$ cat src/rtl/rgbmc_pkg.sv
// Shared types, constants and command bundle of the RGB565 frame mean colour unit.
package rgbmc_pkg;

    localparam int PIXEL_COUNT_BITS  = 20;
    localparam int FRACTION_BITS     = 8;
    localparam int OUT_W             = 5 + FRACTION_BITS;
    localparam int RED_SUM_W         = PIXEL_COUNT_BITS + 5;
    localparam int GREEN_SUM_W       = PIXEL_COUNT_BITS + 6;
    localparam int BLUE_SUM_W        = PIXEL_COUNT_BITS + 5;
    localparam int DIV_STEPS         = OUT_W + 1;
    localparam int DIV_CNT_W         = $clog2(DIV_STEPS);

    localparam logic [PIXEL_COUNT_BITS-1:0] PIXEL_COUNT_RESET = PIXEL_COUNT_BITS'(76800);
    localparam logic [OUT_W-1:0] RB_MAX = OUT_W'(31 << FRACTION_BITS);
    localparam logic [OUT_W-1:0] G_MAX  = OUT_W'((63 << FRACTION_BITS) >> 1);
    localparam logic [DIV_CNT_W-1:0] DIV_LAST = DIV_CNT_W'(DIV_STEPS - 1);

    typedef struct packed {
        logic [7:0] pixel_byte;
        logic       frame_end;
    } in_beat_t;

    typedef struct packed {
        logic [OUT_W-1:0] red_mean;
        logic [OUT_W-1:0] green_mean;
        logic [OUT_W-1:0] blue_mean;
    } out_beat_t;

    typedef enum logic [1:0] {
        ST_ACC,
        ST_DIV,
        ST_DONE
    } state_t;

    typedef struct packed {
        logic byte_en;
        logic div_start;
        logic div_step;
        logic out_load;
    } ctrl_cmd_t;

endpackage

$ cat src/rtl/rgbmc_div_lane.sv
// Restoring divider lane: one quotient bit per step, saturated mean out.
module rgbmc_div_lane
    import rgbmc_pkg::*;
#(
    parameter int               SUM_W = RED_SUM_W,
    parameter int               DIV_W = PIXEL_COUNT_BITS,
    parameter logic [OUT_W-1:0] LIMIT = RB_MAX
)
(
    input  logic             clk,
    input  logic             start,
    input  logic             step,
    input  logic [SUM_W-1:0] sum,
    input  logic [DIV_W-1:0] divisor,
    output logic [OUT_W-1:0] mean
);

    localparam int DVD_W = SUM_W + FRACTION_BITS;
    localparam int SHD_W = DIV_W + OUT_W;
    localparam int W     = (DVD_W > SHD_W) ? DVD_W : SHD_W;

    logic [W-1:0]     rem_reg;
    logic [W-1:0]     dsr_reg;
    logic [OUT_W:0]   quo_reg;
    logic             ge;

    assign ge = (rem_reg >= dsr_reg);

    always_ff @(posedge clk)
    begin
        if (start)
        begin
            rem_reg <= W'(sum) << FRACTION_BITS;
            dsr_reg <= W'(divisor) << OUT_W;
            quo_reg <= '0;
        end
        else if (step)
        begin
            if (ge)
            begin
                rem_reg <= rem_reg - dsr_reg;
            end
            dsr_reg <= dsr_reg >> 1;
            quo_reg <= {quo_reg[OUT_W-1:0], ge};
        end
    end

    // top quotient bit set means the mean is off the scale; garbage below it
    assign mean = (quo_reg[OUT_W] || (quo_reg[OUT_W-1:0] > LIMIT)) ?
                  LIMIT : quo_reg[OUT_W-1:0];

endmodule

$ cat src/rtl/rgbmc_datapath.sv
// Datapath: byte pairing, saturating sums, divider lanes, pixel count and result register.
module rgbmc_datapath
    import rgbmc_pkg::*;
(
    input  logic                        clk,
    input  logic                        rst_n,
    input  ctrl_cmd_t                   cmd,
    input  in_beat_t                    in_data,
    input  logic                        cfg_we,
    input  logic [PIXEL_COUNT_BITS-1:0] cfg_data,
    output out_beat_t                   out_data
);

    logic                        phase_reg;
    logic [7:0]                  high_reg;
    logic [RED_SUM_W-1:0]        red_sum_reg;
    logic [GREEN_SUM_W-1:0]      green_sum_reg;
    logic [BLUE_SUM_W-1:0]       blue_sum_reg;
    logic [PIXEL_COUNT_BITS-1:0] pcount_reg;
    out_beat_t                   out_reg;

    logic [15:0]                 pix;
    logic [RED_SUM_W:0]          red_wide;
    logic [GREEN_SUM_W:0]        green_wide;
    logic [BLUE_SUM_W:0]         blue_wide;
    logic [RED_SUM_W-1:0]        red_sum_next;
    logic [GREEN_SUM_W-1:0]      green_sum_next;
    logic [BLUE_SUM_W-1:0]       blue_sum_next;
    logic [OUT_W-1:0]            red_q;
    logic [OUT_W-1:0]            green_q;
    logic [OUT_W-1:0]            blue_q;

    // RGB565: red in bits 15..11, green 10..5, blue 4..0
    assign pix        = {high_reg, in_data.pixel_byte};
    assign red_wide   = {1'b0, red_sum_reg}   + (RED_SUM_W + 1)'(pix[15:11]);
    assign green_wide = {1'b0, green_sum_reg} + (GREEN_SUM_W + 1)'(pix[10:5]);
    assign blue_wide  = {1'b0, blue_sum_reg}  + (BLUE_SUM_W + 1)'(pix[4:0]);

    always_comb
    begin
        red_sum_next   = red_sum_reg;
        green_sum_next = green_sum_reg;
        blue_sum_next  = blue_sum_reg;
        if (phase_reg)
        begin
            red_sum_next   = red_wide[RED_SUM_W]     ? '1 : red_wide[RED_SUM_W-1:0];
            green_sum_next = green_wide[GREEN_SUM_W] ? '1 : green_wide[GREEN_SUM_W-1:0];
            blue_sum_next  = blue_wide[BLUE_SUM_W]   ? '1 : blue_wide[BLUE_SUM_W-1:0];
        end
    end

    always_ff @(posedge clk or negedge rst_n)
    begin
        if (!rst_n)
        begin
            phase_reg     <= 1'b0;
            high_reg      <= '0;
            red_sum_reg   <= '0;
            green_sum_reg <= '0;
            blue_sum_reg  <= '0;
            pcount_reg    <= PIXEL_COUNT_RESET;
        end
        else
        begin
            if (cfg_we)
            begin
                pcount_reg <= cfg_data;
            end
            if (cmd.byte_en)
            begin
                if (!phase_reg)
                begin
                    high_reg <= in_data.pixel_byte;
                end
                if (in_data.frame_end)
                begin
                    phase_reg     <= 1'b0;
                    red_sum_reg   <= '0;
                    green_sum_reg <= '0;
                    blue_sum_reg  <= '0;
                end
                else
                begin
                    phase_reg     <= ~phase_reg;
                    red_sum_reg   <= red_sum_next;
                    green_sum_reg <= green_sum_next;
                    blue_sum_reg  <= blue_sum_next;
                end
            end
        end
    end

    rgbmc_div_lane #(
        .SUM_W (RED_SUM_W),
        .DIV_W (PIXEL_COUNT_BITS),
        .LIMIT (RB_MAX)
    ) u_red (
        .clk     (clk),
        .start   (cmd.div_start),
        .step    (cmd.div_step),
        .sum     (red_sum_next),
        .divisor (pcount_reg),
        .mean    (red_q)
    );

    // green mean is halved: divide by twice the pixel count
    rgbmc_div_lane #(
        .SUM_W (GREEN_SUM_W),
        .DIV_W (PIXEL_COUNT_BITS + 1),
        .LIMIT (G_MAX)
    ) u_green (
        .clk     (clk),
        .start   (cmd.div_start),
        .step    (cmd.div_step),
        .sum     (green_sum_next),
        .divisor ({pcount_reg, 1'b0}),
        .mean    (green_q)
    );

    rgbmc_div_lane #(
        .SUM_W (BLUE_SUM_W),
        .DIV_W (PIXEL_COUNT_BITS),
        .LIMIT (RB_MAX)
    ) u_blue (
        .clk     (clk),
        .start   (cmd.div_start),
        .step    (cmd.div_step),
        .sum     (blue_sum_next),
        .divisor (pcount_reg),
        .mean    (blue_q)
    );

    always_ff @(posedge clk)
    begin
        if (cmd.out_load)
        begin
            out_reg.red_mean   <= red_q;
            out_reg.green_mean <= green_q;
            out_reg.blue_mean  <= blue_q;
        end
    end

    assign out_data = out_reg;

endmodule

$ cat src/rtl/rgbmc_ctrl.sv
// Controller: accumulate / divide / hand-over state machine and output valid.
module rgbmc_ctrl
    import rgbmc_pkg::*;
(
    input  logic      clk,
    input  logic      rst_n,
    input  logic      in_valid,
    input  logic      frame_end,
    input  logic      out_ready,
    output logic      in_ready,
    output logic      out_valid,
    output ctrl_cmd_t cmd
);

    state_t               state_reg;
    state_t               state_next;
    logic [DIV_CNT_W-1:0] cnt_reg;
    logic [DIV_CNT_W-1:0] cnt_next;
    logic                 out_valid_reg;
    logic                 out_valid_next;
    logic                 slot_free;

    assign slot_free = !out_valid_reg || out_ready;

    // next state
    always_comb
    begin
        state_next = state_reg;
        cnt_next   = cnt_reg;
        unique case (state_reg)
            ST_ACC:
            begin
                cnt_next = '0;
                if (in_valid && frame_end)
                begin
                    state_next = ST_DIV;
                end
            end
            ST_DIV:
            begin
                cnt_next = cnt_reg + 1'b1;
                if (cnt_reg == DIV_LAST)
                begin
                    state_next = ST_DONE;
                end
            end
            ST_DONE:
            begin
                if (slot_free)
                begin
                    state_next = ST_ACC;
                end
            end
            default:
            begin
                state_next = ST_ACC;
            end
        endcase
    end

    // outputs
    always_comb
    begin
        in_ready      = 1'b0;
        cmd           = '0;
        unique case (state_reg)
            ST_ACC:
            begin
                in_ready      = 1'b1;
                cmd.byte_en   = in_valid;
                cmd.div_start = in_valid && frame_end;
            end
            ST_DIV:
            begin
                cmd.div_step = 1'b1;
            end
            ST_DONE:
            begin
                cmd.out_load = slot_free;
            end
            default:
            begin
                in_ready = 1'b0;
            end
        endcase
    end

    always_comb
    begin
        out_valid_next = out_valid_reg;
        if (cmd.out_load)
        begin
            out_valid_next = 1'b1;
        end
        else if (out_ready)
        begin
            out_valid_next = 1'b0;
        end
    end

    always_ff @(posedge clk or negedge rst_n)
    begin
        if (!rst_n)
        begin
            state_reg     <= ST_ACC;
            cnt_reg       <= '0;
            out_valid_reg <= 1'b0;
        end
        else
        begin
            state_reg     <= state_next;
            cnt_reg       <= cnt_next;
            out_valid_reg <= out_valid_next;
        end
    end

    assign out_valid = out_valid_reg;

endmodule

$ cat src/rtl/rgb565_frame_mean_color_unit.sv
// Top level of the RGB565 frame mean colour unit: controller plus datapath.
//
//  channel   signals                        direction  beat contents
//  in        in_valid / in_ready / in_data  inbound    pixel_byte, frame_end
//  out       out_valid / out_ready/out_data outbound   red_mean, green_mean, blue_mean
//  cfg       cfg_valid / cfg_ready/cfg_data inbound    pixel_count (20 bits)
//
// Cycles: one input beat per cycle while a frame streams in. The beat that
// carries frame_end starts three parallel restoring dividers, one quotient
// bit per cycle; input is then held off while they run, and for
// as long again as the receiver leaves a previous result in the output register.
// The next frame may stream in while its result waits. Reset clears the sums, the
// byte phase and the output valid, and loads pixel_count with 76800. cfg is always ready.
module rgb565_frame_mean_color_unit
    import rgbmc_pkg::*;
(
    input  logic                        clk,
    input  logic                        rst_n,
    input  logic                        in_valid,
    output logic                        in_ready,
    input  in_beat_t                    in_data,
    output logic                        out_valid,
    input  logic                        out_ready,
    output out_beat_t                   out_data,
    input  logic                        cfg_valid,
    output logic                        cfg_ready,
    input  logic [PIXEL_COUNT_BITS-1:0] cfg_data
);

    ctrl_cmd_t cmd;

    // the pixel count register takes a write on any cycle
    assign cfg_ready = 1'b1;

    rgbmc_ctrl u_ctrl (
        .clk       (clk),
        .rst_n     (rst_n),
        .in_valid  (in_valid),
        .frame_end (in_data.frame_end),
        .out_ready (out_ready),
        .in_ready  (in_ready),
        .out_valid (out_valid),
        .cmd       (cmd)
    );

    rgbmc_datapath u_dp (
        .clk      (clk),
        .rst_n    (rst_n),
        .cmd      (cmd),
        .in_data  (in_data),
        .cfg_we   (cfg_valid),
        .cfg_data (cfg_data),
        .out_data (out_data)
    );

endmodule

$ cat config.mk
export PLATFORM = sky130hd
export DESIGN_NAME = rgb565_frame_mean_color_unit
export DESIGN_NICKNAME = d
export VERILOG_FILES = /design/src/rtl/rgbmc_pkg.sv /design/src/rtl/rgbmc_div_lane.sv /design/src/rtl/rgbmc_datapath.sv /design/src/rtl/rgbmc_ctrl.sv /design/src/rtl/rgb565_frame_mean_color_unit.sv
export SDC_FILE = /design/constraint.sdc
export NUM_CORES = 1
export LEC_CHECK = 0
export BUFFER_PORTS_ARGS = -buffer_cell sky130_fd_sc_hd__buf_2
export CAP_MARGIN = 40
export CELL_PAD_IN_SITES_DETAIL_PLACEMENT = 1
export CELL_PAD_IN_SITES_GLOBAL_PLACEMENT = 1
export CORE_UTILIZATION = 30
export DETAILED_ROUTE_END_ITERATION = 7
export HOLD_SLACK_MARGIN = 0.08
export PLACE_DENSITY_LB_ADDON = 0.25
export SYNTH_ARGS = -nofsm -noshare
export SYNTH_HDL_FRONTEND = slang
export SYNTH_SLANG_ARGS = --single-unit
$ cat constraint.sdc
create_clock -name clk -period 8.22 [get_ports clk]
set_input_delay 0.411 -clock clk [delete_from_list [all_inputs] [get_ports clk]]
set_output_delay 0.411 -clock clk [all_outputs]
set_load 0.05 [all_outputs]
# [Yosys cells after proc, flatten, opt, wreduce, memory -nomap -nowiden]
# Cells that the tools add are included.
[totals] register_bits=393 output_inout_bits=42 wordCells=104 inputBits=34
[op_classes] n_mux=36 n_eq_ne=6 n_bitwise=1 reduce_logical=21 n_addsub=7 order_cmp=6
[op_table] operator="$mux 33" n=10
[op_table] operator="$mux 34" n=5
[op_table] operator="$mux 25" n=6
[op_table] operator="$mux 26" n=3
[op_table] operator="$ge 33x33->1" n=2
[op_table] operator="$sub 33x33->33" n=2
[op_table] operator="$add 25x5->26" n=2
[op_table] operator="$gt 13x13->1 const B" n=3
[op_table] operator="$ge 34x34->1" n=1
[op_table] operator="$sub 34x34->34" n=1
[op_table] operator="$add 26x6->27" n=1
[op_table] operator="$reduce_and 2->1" n=7
[op_table] operator="$reduce_bool 2->1" n=6
[op_table] operator="$mux 2" n=4
[op_table] operator="$pmux 4 s2" n=1
[op_table] operator="$mux 1" n=6
[op_table] operator="$ne 2x1->1 const B" n=3
[op_table] operator="$pmux 2 s3" n=1
[op_table] operator="$add 4x1->4 const B" n=1
[op_table] operator="$eq 4x4->1 const B" n=1
[op_table] operator="$logic_or 1x1->1" n=4
[op_table] operator="$reduce_and 3->1" n=1
[op_table] operator="$eq 2x1->1 const B" n=1
[op_table] operator="$eq 2x2->1 const B" n=1
[op_table] operator="4 further kinds" n=4

# [Logic depth before layout (Yosys ltp)]
[logic_depth] word_depth=4 mapped_depth=14 depth_no_buf=13

# [Hierarchy]
# A second synthesis with hierarchy kept.
[unflattened] cells_unflattened=2683 hier_area_um2=25051.5
[modules_own_cells] module="rgbmc_datapath" seq_area_each_um2=3803.6 area_each_um2=8324.2 n_inst=1 cells_per_inst=838
[modules_own_cells] module="rgbmc_div_lane at u_dp.u_green" seq_area_each_um2=2112.0 area_each_um2=5622.9 n_inst=1 cells_per_inst=625
[modules_own_cells] module="rgbmc_div_lane at u_dp.u_red" seq_area_each_um2=2052.0 area_each_um2=5378.9 n_inst=1 cells_per_inst=602
[modules_own_cells] module="rgbmc_div_lane at u_dp.u_blue" seq_area_each_um2=2052.0 area_each_um2=5313.8 n_inst=1 cells_per_inst=579
[modules_own_cells] module="rgbmc_ctrl" seq_area_each_um2=175.2 area_each_um2=400.4 n_inst=1 cells_per_inst=37
[modules_own_cells] module="rgb565_frame_mean_color_unit" seq_area_each_um2=0.0 area_each_um2=11.3 n_inst=1 cells_per_inst=2

# [Worst setup path after synthesis]
# Ideal clock, no wire load.
[synth_timing] path_kind="reg2reg" from="register, netlist name u_dp.u_blue.dsr_reg[1]" to="register u_dp.u_green.rem_reg[10], enable pin" path_slack_ns=4.672 t_required_ns=7.782 setup_time_ns=0.438 n_path_buf=2 stages_incl_launch_ff=13 arrival_ns=3.110 period_less_slack_ns=3.548 path_cell_list="dfxtp_1 inv_1 ha_1 nor2b_4 o31a_1 o31ai_4 nand4b_1 a211oi_2 a211oi_2 o31ai_2 buf_4 buf_2 nand2_1"
[synth_rtl] item="to (signal assigned)" line="rgbmc_div_lane.sv:33" rtl="rem_reg <= W'(sum) << FRACTION_BITS;"
[synth_rtl] item="to (signal assigned)" line="rgbmc_div_lane.sv:41" rtl="rem_reg <= rem_reg - dsr_reg;"
[synth_rtl] item="to (decl)" line="rgbmc_div_lane.sv:22" rtl="logic [W-1:0] rem_reg;"

==> run metrics <==
area share of fa/ha/maj cells after synthesis 0.0786; Compound-Gate Fraction of Synth Area 0.234; # setup viols final 0; Initial Util 0.303; max-slew violations 0; Peak VDD IR just over 200 µV; clock-pin slew on the worst setup and hold paths 0.06 ns; detailed-route via count around 17000; clk sinks 327; HP Class input pin to register; final clock skew between 0.02 and 0.025 ns; largest cells by area after synthesis edfxtp_1 20%, dfrtp_1 13%, dfxtp_1 7.9%; core area 0.0670 mm²; Crit path buffers/inverters 3; post-layout instance count excluding filler cells approximately 3200; post-synth top area share 0.200; DR DRC count 0; layout cells sized above 1 0.105; global-route wire length before repair 104000 µm; Post-CTS Setup Inserts 0; syn avg cell area around 9 µm²; clk_lat worst skew 0.60 ns; max-cap violations 0; Rel. slew slack 0.388; pwr/cell area 499 mW/mm²; status complete, no violations; Die Width 262 µm; nets 2470; post-DR vias/cell 5.36; reg2reg start u_dp.u_blue.dsr_reg[1]$_SDFFE_PP0P_; Async SR Flop Fraction 0.343; Detail Placement HPWL 48600 µm; max reg flops 39; ant diodes 0; post-route setup TNS 0 ns; placed insts 3116; largest area contributor in the netlist edfxtp_1; Fin. Hold Viols 0; Pre-antenna DRT Iters 5; crit path kind register to register; Post-Syn Area approximately 0.020 mm²; Lkg Pwr 9.46 nW; worst hold slack 0.124 ns; Wirelength per Cell 20.7 µm; routability cong. 0.900; Crit. Startpoint u_dp.u_blue.dsr_reg[1]$_SDFFE_PP0P_; all-layer global routing usage 0.194; CP endpoint u_dp.u_green.rem_reg[29]$_DFFE_PP_; ANT nets after route 0; critical path's slowest cell o31ai_4; R2R Setup Slk 3.89 ns; die span in y 262 µm; CP max stage delay 0.56 ns; vias in the first global route 17800; RSZ-0062 raised after global routing false; Top delay family on crit path compound AO/OA/AOI/OAI gates; Crit path depth 12; Tmin final about 4.3 ns; Buffers on Ports 74; CTS root buffer clkbuf_16; Crit. End Element register; Ys Warns 0; Top Ports 76; DRT Wirelength 66500 µm; library cells used by synthesis 83; Tcrit/Tclk final 0.526; # H-tree levels 2; Worst setup SP type register; Post-synth EDFFs ~140; drt first-iter violations 1058; Cell Rows 95; Syn Inst Count 2254; Cell Chain, Critical Path inv_1, ha_1, nor2b_4, o31a_1, o31ai_4, nand4b_1, a211oi_2, a211oi_2, o31ai_4, buf_4, nand2_1, buf_4; Worst Path Arrival 4.62 ns; Slew @ Worst Pin approximately 0.9 ns; Reg2Reg Depth 12; design area 0.0233 mm²; Multi-input gate area 0.0110 mm²; total CTS buffers 42; synthesized-area fraction occupied by and/or/nand/nor cells 0.157; antenna violations before repair 1; largest net degree at the start of global routing 69; CTS tree built; area of the die roughly 0.07 mm²; CTS max path bufs 3; Critical Path RT 8.51 ns; placed cell areas 0.0216 mm²; mux share of post-synthesis cell area 0.0169; post-synthesis sequential element count 327; register area 0.00846 mm²; Seq/Total Area, Yosys 0.417; layout overhead on the synthesized area 14.9%; total grt overflow 0; worst flop-to-flop path endpoint u_dp.u_green.rem_reg[29]$_DFFE_PP_; FMAX roughly 230 MHz; largest family of logic cells by synthesized area compound AO/OA/AOI/OAI gates; CP max FO 35; Mapped Nets around 2400; Fill cells 7774; top_reg_cell synth edfxtp_1; Post-Synth XOR/XNOR Area 0.0548
## per-stage QoR
stage / setup WS, ns / total power, W / utilization
finish: 3.89 / 0.0116 / 0.348
global route: 3.66 / 0.0126 / 0.348
CTS: 3.86 / 0.0117 / 0.348
detailed placement: 3.90 / 0.00963 / 0.323
global placement: 3.95 / 0.00945 / 0.321
floorplan: 4.67 / 0.00771 / -
## where the power goes
group | switching [W] | internal [W]
Sequential | 0.000322 | 0.00257
Clock | 0.000798 | 0.00118
Combinational | 0.00426 | 0.00252
## worst min path at each step
| stage | startpoint | depth (start not counted) | end |
|---|---|---|---|
| final | in_data[5] | 3 | u_dp.high_reg[4]$_DFFE_PN0P_ |
| after global placement | u_dp.u_blue.dsr_reg[12]$_SDFFE_PP0P_ | 2 | u_dp.u_blue.dsr_reg[11]$_SDFFE_PP0P_ |
| after floorplan | rst_n | 0 | u_ctrl.cnt_reg[0]$_DFFE_PN0P_ |
| after detailed placement | u_dp.u_blue.dsr_reg[9]$_SDFFE_PP0P_ | 2 | u_dp.u_blue.dsr_reg[8]$_SDFFE_PP0P_ |
| after CTS | in_data[7] | 2 | u_dp.high_reg[6]$_DFFE_PN0P_ |
| after global routing | in_data[6] | 2 | u_dp.high_reg[5]$_DFFE_PN0P_ |
## cells in the final DEF (no fill, tap or decap), types with 9 or more instances in the layout
cell type        n
nor4_1          11
nand4_1         24
or3_1           16
mux2_2          27
and4_1          12
a21oi_1        219
o22ai_1         33
nand3_1         76
a31oi_1         42
buf_2           74
clkbuf_16       43
clkinv_2        11
inv_1          103
ha_1           118
and3_1          37
a31o_2           9
dfxtp_1         80
o22a_1          35
nor3_1          28
a21o_1          52
xnor2_1         81
edfxtp_1       135
nand2_1        244
o21ai_0        219
o21a_1          30
o31ai_1         11
a41oi_1          9
or2_2           12
o21ai_1         10
nor2b_1         16
o21bai_1        27
xor2_1          46
nor2_1          99
and2_1          37
dfrtp_1        108
o211ai_1         9
nand2b_1        27
dlygate4sd3_1   24
buf_4           26
## cells in the mapped netlist, drive strengths merged (19+ instances only)
| master | count |
|---|---|
| nand3 | 76 |
| nor3 | 29 |
| nor2b | 19 |
| buf | 27 |
| nor2 | 99 |
| nand2 | 246 |
| clkbuf | 86 |
| nand4 | 24 |
| nand2b | 28 |
| o22ai | 33 |
| ha | 118 |
| mux2 | 27 |
| dfrtp | 108 |
| xnor2 | 81 |
| and3 | 38 |
| a31oi | 42 |
| xor2 | 46 |
| o21ai | 231 |
| o22a | 35 |
| a21o | 52 |
| o21bai | 27 |
| inv | 103 |
| o21a | 30 |
| edfxtp | 135 |
| and2 | 39 |
| dfxtp | 80 |
| a21oi | 220 |
## routing by layer
layer / vias to the layer above / GRT usage / share of wire
met1: 8589 / 0.256 / 0.47
met4: 0 / 0.0825 / 0.039
met2: 248 / 0.318 / 0.46
li1: 8328 / - / -
met3: 92 / 0.0251 / 0.030
met5: - / 0 / 0
## layout make-up
type                            count  share of cell area
Multi-Input combinational cell   1710               0.473
Sequential cell                   327               0.363
Inverter                          104              0.0167
Clock inverter                     27              0.0141
Tap cell                          873              0.0468
Clock buffer                       51              0.0484
Timing Repair Buffer              127              0.0378
## tightest hold or removal path, delay by kind of cell
kind / cells / cell delay (ns)
simple gates: 1 / 0.06
compound gates: 1 / 0.07
buf+inv: 1 / 0.12
## kinds of logic (layout without fill, tap and decap cells)
| kind of cell | after synthesis | count (layout) |
|---|---|---|
| other | 1 | 1 |
| flip-flops | 327 | 327 |
| AND/OR/NAND/NOR | 658 | 658 |
| XOR/XNOR | 127 | 127 |
| AO/OA/AOI/OAI | 769 | 769 |
| multiplexers | 31 | 31 |
| adder cells (fa/ha/maj) | 124 | 124 |
| buffers and inverters | 217 | 309 |
## timing repair
item / 4_1_cts / 5_1_grt
hold endpoints to repair: 72 / 0
hold buffers: 24 / 0
gates resized for setup: 0 / 0
(Power assumes the default switching activity.)
